==> src/rtl/swsfd_pkg.sv <==
`timescale 1ns / 1ps
// Shared types and constants of the single-wire sensor frame decoder.
package swsfd_pkg;

    localparam int TIME_W   = 16;
    localparam int THR_W    = 16;
    localparam int LEAD_W   = 2;
    localparam int BYTE_W   = 8;
    localparam int SHIFT_W  = 40;
    localparam int CFG_IDX_W  = 1;
    localparam int CFG_DATA_W = 16;

    localparam logic [CFG_IDX_W-1:0] REG_BIT_THRESHOLD  = 1'd0;
    localparam logic [CFG_IDX_W-1:0] REG_LEAD_INTERVALS = 1'd1;

    localparam logic [THR_W-1:0]  THRESHOLD_RESET = 16'd110;
    localparam logic [LEAD_W-1:0] LEAD_RESET      = 2'd0;

    typedef struct packed {
        logic [TIME_W-1:0] capture_time;
    } t_capture;

    typedef struct packed {
        logic [BYTE_W-1:0] humidity_int;
        logic [BYTE_W-1:0] humidity_frac;
        logic [BYTE_W-1:0] temperature_int;
        logic [BYTE_W-1:0] temperature_frac;
        logic [BYTE_W-1:0] checksum_byte;
        logic              data_ok;
    } t_result;

endpackage

==> src/rtl/swsfd_frame_check.sv <==
`timescale 1ns / 1ps
// Splits a received frame into its five bytes and checks the checksum.
module swsfd_frame_check
    import swsfd_pkg::*;
(
    input  logic [SHIFT_W-1:0] i_frame,
    output t_result            o_result
);
    logic [BYTE_W-1:0] sum;

    always_comb begin
        o_result.humidity_int     = i_frame[39:32];
        o_result.humidity_frac    = i_frame[31:24];
        o_result.temperature_int  = i_frame[23:16];
        o_result.temperature_frac = i_frame[15:8];
        o_result.checksum_byte    = i_frame[7:0];
        // mod-256 sum wraps naturally in the byte-wide adder
        sum = i_frame[39:32] + i_frame[31:24] + i_frame[23:16] + i_frame[15:8];
        o_result.data_ok = (sum == i_frame[7:0]);
    end
endmodule

==> config.mk <==
export PLATFORM = sky130hd
export DESIGN_NAME = swsfd_frame_check
export DESIGN_NICKNAME = d
export VERILOG_FILES = /design/src/rtl/swsfd_pkg.sv /design/src/rtl/swsfd_frame_check.sv
export SDC_FILE = /design/constraint.sdc
export NUM_CORES = 1
export LEC_CHECK = 0
export BUFFER_PORTS_ARGS = -buffer_cell sky130_fd_sc_hd__buf_2
export CELL_PAD_IN_SITES_DETAIL_PLACEMENT = 0
export CELL_PAD_IN_SITES_GLOBAL_PLACEMENT = 1
export CORE_UTILIZATION = 27
export DETAILED_ROUTE_END_ITERATION = 8
export PLACE_DENSITY_LB_ADDON = 0.05
export SLEW_MARGIN = 20
export SYNTH_ARGS = -nofsm -noshare
export SYNTH_HDL_FRONTEND = slang
export SYNTH_SLANG_ARGS = --single-unit
==> constraint.sdc <==
create_clock -name vclk -period 3.2
set_input_delay 0.16 -clock vclk [all_inputs]
set_output_delay 0.16 -clock vclk [all_outputs]
set_load 0.05 [all_outputs]
; ---- Word level (Yosys, flattened, before mapping)
; Cells that the tools add are included.
[totals]
output_inout_bits = 41
mem_bits_ro = 0
mem_bits_rw = 0
latchBits = 0
memories = 0
ff_bits = 0
inputBits = 40
[op_classes]
shift = 0
multipliers = 0
bitwise_logic = 0
order_cmp = 0
reduce_logical = 0
add_sub_neg = 3
n_eq_ne = 1
n_mux = 0
div = 0
[ops]
columns = cell, count
row1 = 8-bit adder, 3
row2 = 8-bit == test, 1

; ---- Logic depth before layout (Yosys ltp)
[logic_depth]
depth_word = 4
depth_mapped = 11
ltp_nobuf = 11

; ---- Worst setup path before layout
; Ideal clock, no wire load.
[synth_path]
path_kind = in2out
start = input port i_frame[9]
end = output port o_result[0] in the netlist's numbering
required_time_ps = 3040
slack_ps = 0
arrival_time_ps = 3040
cell_stages = 10
cell_sequence = fa_1 -> inv_1 -> fa_1 -> inv_1 -> ha_1 -> fa_1 -> xor2_1 -> nor4_1 -> nand3_1 -> nor3_2
[synth_lines]
columns = element, line
row1 = start: declaration, swsfd_frame_check.sv:6  ; input logic [SHIFT_W-1:0] i_frame,
row2 = end: declaration, swsfd_frame_check.sv:7  ; output t_result o_result

==> impl_metrics.tcl <==
set metrics [dict create \
    switchingPower_w 0.000269 \
    slew_headroom_pct 82.6 \
    synth_cell_types 16 \
    grt_max_degree 5 \
    core_um2 3360 \
    ys_warn_count 0 \
    status "complete, no violations" \
    synthesis.area_um2 957 \
    worstSetupPathType "in2out" \
    yosysTopAreaCell "buf_4" \
    power_density_nw_per_um2 389 \
    die_h_um 61.5 \
    fin_cells 192 \
    internal_power_w 0.000174 \
    cp_slowest_cell "fa_1" \
    worstMarginPinSlew_ps 260 \
    num_rows 21 \
    hold_viol_final 0 \
    initial_core_util_pct 28.5 \
    cts_hold_buffers 0 \
    gp_congestion 0.629 \
    min_to "o_result[31]" \
    hold_class "in2out" \
    wirelength_um 1520 \
    synth_fp_nets 166 \
    startpoint_type "input port" \
    overflow 0 \
    ios 81 \
    vias 728 \
    antenna_found_initial 0 \
    worstHoldStart "i_frame[30]" \
    cts_setup_buffers 0 \
    period_share_pct 94.0 \
    worstPathCellList "buf_2 > fa_1 > inv_1 > fa_1 > inv_1 > ha_2 > fa_2 > xor2_1 > nor4_1 > nand3_1 > nor3_4 > buf_6" \
    portBuffers 81 \
    sw_frac_of_total_pct 60.8 \
    diodes 0 \
    seq_cell_count 0 \
    rsz0062_at_grt "no" \
    fin_nets 209 \
    critPathBufInv 4 \
    crit_path_max_fanout 2 \
    holdPathStages 2 \
    setup_ws_ps 192 \
    cap_violations 0 \
    p_comb_share_pct 100.0 \
    die-area_um2 3790 \
    p_clk_share_pct 0 \
    dp_hpwl_um 1520 \
    dp_cells 192 \
    syn2layout_area_growth_pct 18.8 \
    cp_top_family "adder cells" \
    dp_slack_ps -101 \
    cp.arrival_ps 2850 \
    slew_violations 0 \
    syn_area_per_cell_um2 9.12 \
    nClkBuffers 0 \
    max_stage_delay_ps 540 \
    grt_pass1_vias 581 \
    die_w_um 61.5 \
    seq_area_frac_synth_pct 0 \
    synth_cells 105 \
    seq_area_um2 0 \
    vias_per_cell 3.79 \
    ant_nets 0 \
    netlist_top_cells_area "buf_4 (31%), fa_1 (29%), ha_1 (9.2%), xnor2_1 (9.2%), xor2_1 (7.3%)" \
    synth_top_area_share_pct 31.4 \
    drive_above_1_share_pct 58.2 \
    drc 0 \
    max_freq_ghz 0.332 \
    drt_iter0_drc 4 \
    layout_common_cells "buf_2 (80), inv_1 (13), fa_1 (13)" \
    worstPathRequired_ps 3040 \
    p_seq_share_pct 0 \
    period_needed_ps 3010 \
    wl_per_cell_um 7.90 \
    drtPass1Iterations 2 \
    setup_viol 0 \
    grt_pass1_wl_um 2080 \
    final_common_cell "buf_2" \
    endpoint_kind "output pin" \
    grtUsageTotal_pct 6.97 \
    p_leak_nw 0.630 \
    peakVddDrop_mv 0.125 \
]
==> cell type report <==
| cell class | count | area (um^2) |
|---|---|---|
| multi-input cells | 52 | 619 |
| repair buffers | 81 | 412 |
| well taps | 46 | 57.6 |
| inverters | 13 | 48.8 |
| fillers | 383 | 2230 |
==> repair_timing <==
item | 4_1_cts | 5_1_grt
pin swaps | 2 | 0
gates cloned | 0 | 0
gates resized for setup | 2 | 2
setup endpoints to repair | 1 | 1
==> layer usage <==
metal	part of all wire (%)	GRT usage (%)	wire (um)
met3	7.0	0	106
met4	0	0	0
met5	0	0	0
met1	39	7.41	585
met2	54	15.7	824
==> synthesized netlist by cell type (all sizes together) <==
| cell type | instances |
|---|---|
| inv | 13 |
| fa | 14 |
| nand3 | 3 |
| nand2 | 1 |
| nor2 | 1 |
| a21o | 1 |
| buf | 40 |
| nor3 | 1 |
| a21oi | 2 |
| a31oi | 1 |
| ha | 7 |
| xnor2 | 10 |
| nor4 | 1 |
| xor2 | 8 |
| o22ai | 1 |
| o21bai | 1 |
==> stage by stage <==
| step | util, % | total power, W | TNS [ps] | area, um^2 | hold WS, ps |
|---|---|---|---|---|---|
| 6_report | 33.8 | 0.000443 | 0 | 1140 | 621 |
| 5_1_grt | 33.8 | 0.000494 | 0 | 1140 | 629 |
| 4_1_cts | 33.7 | 0.000452 | 0 | 1130 | 623 |
| 3_5_place_dp | 33.5 | 0.000450 | -101 | 1130 | 622 |
| 3_3_place_gp | 33.5 | 0.000449 | -37.7 | 1130 | 622 |
| 2_1_floorplan | - | 0.000387 | 0 | 963 | 487 |
==> power groups by stage <==
stage               registers [W]  clock network, W  logic (W)
finish                          0                 0   0.000443
global route                    0                 0   0.000494
CTS                             0                 0   0.000452
detailed placement              0                 0   0.000450
global placement                0                 0   0.000449
floorplan                       0                 0   0.000387
==> how the worst max path moves through the flow <==
stage	from	endpoint	slack, ps	cells after the start
after global placement	i_frame[9]	o_result[0]	-40	12
after CTS	i_frame[9]	o_result[0]	50	12
final	i_frame[9]	o_result[0]	190	12
after detailed placement	i_frame[9]	o_result[0]	-100	12
after floorplan	i_frame[9]	o_result[0]	160	10
after global routing	i_frame[9]	o_result[0]	30	12
==> cells by family after synthesis <==
group | count (synthesis) | share of synthesized area [%]
buffers and inverters | 53 | 36.5
adder cells (fa/ha/maj) | 21 | 38.4
XOR/XNOR | 18 | 16.5
AND/OR/NAND/NOR | 7 | 4.05
AO/OA/AOI/OAI | 6 | 4.58
Power figures use the tool's default switching activity.
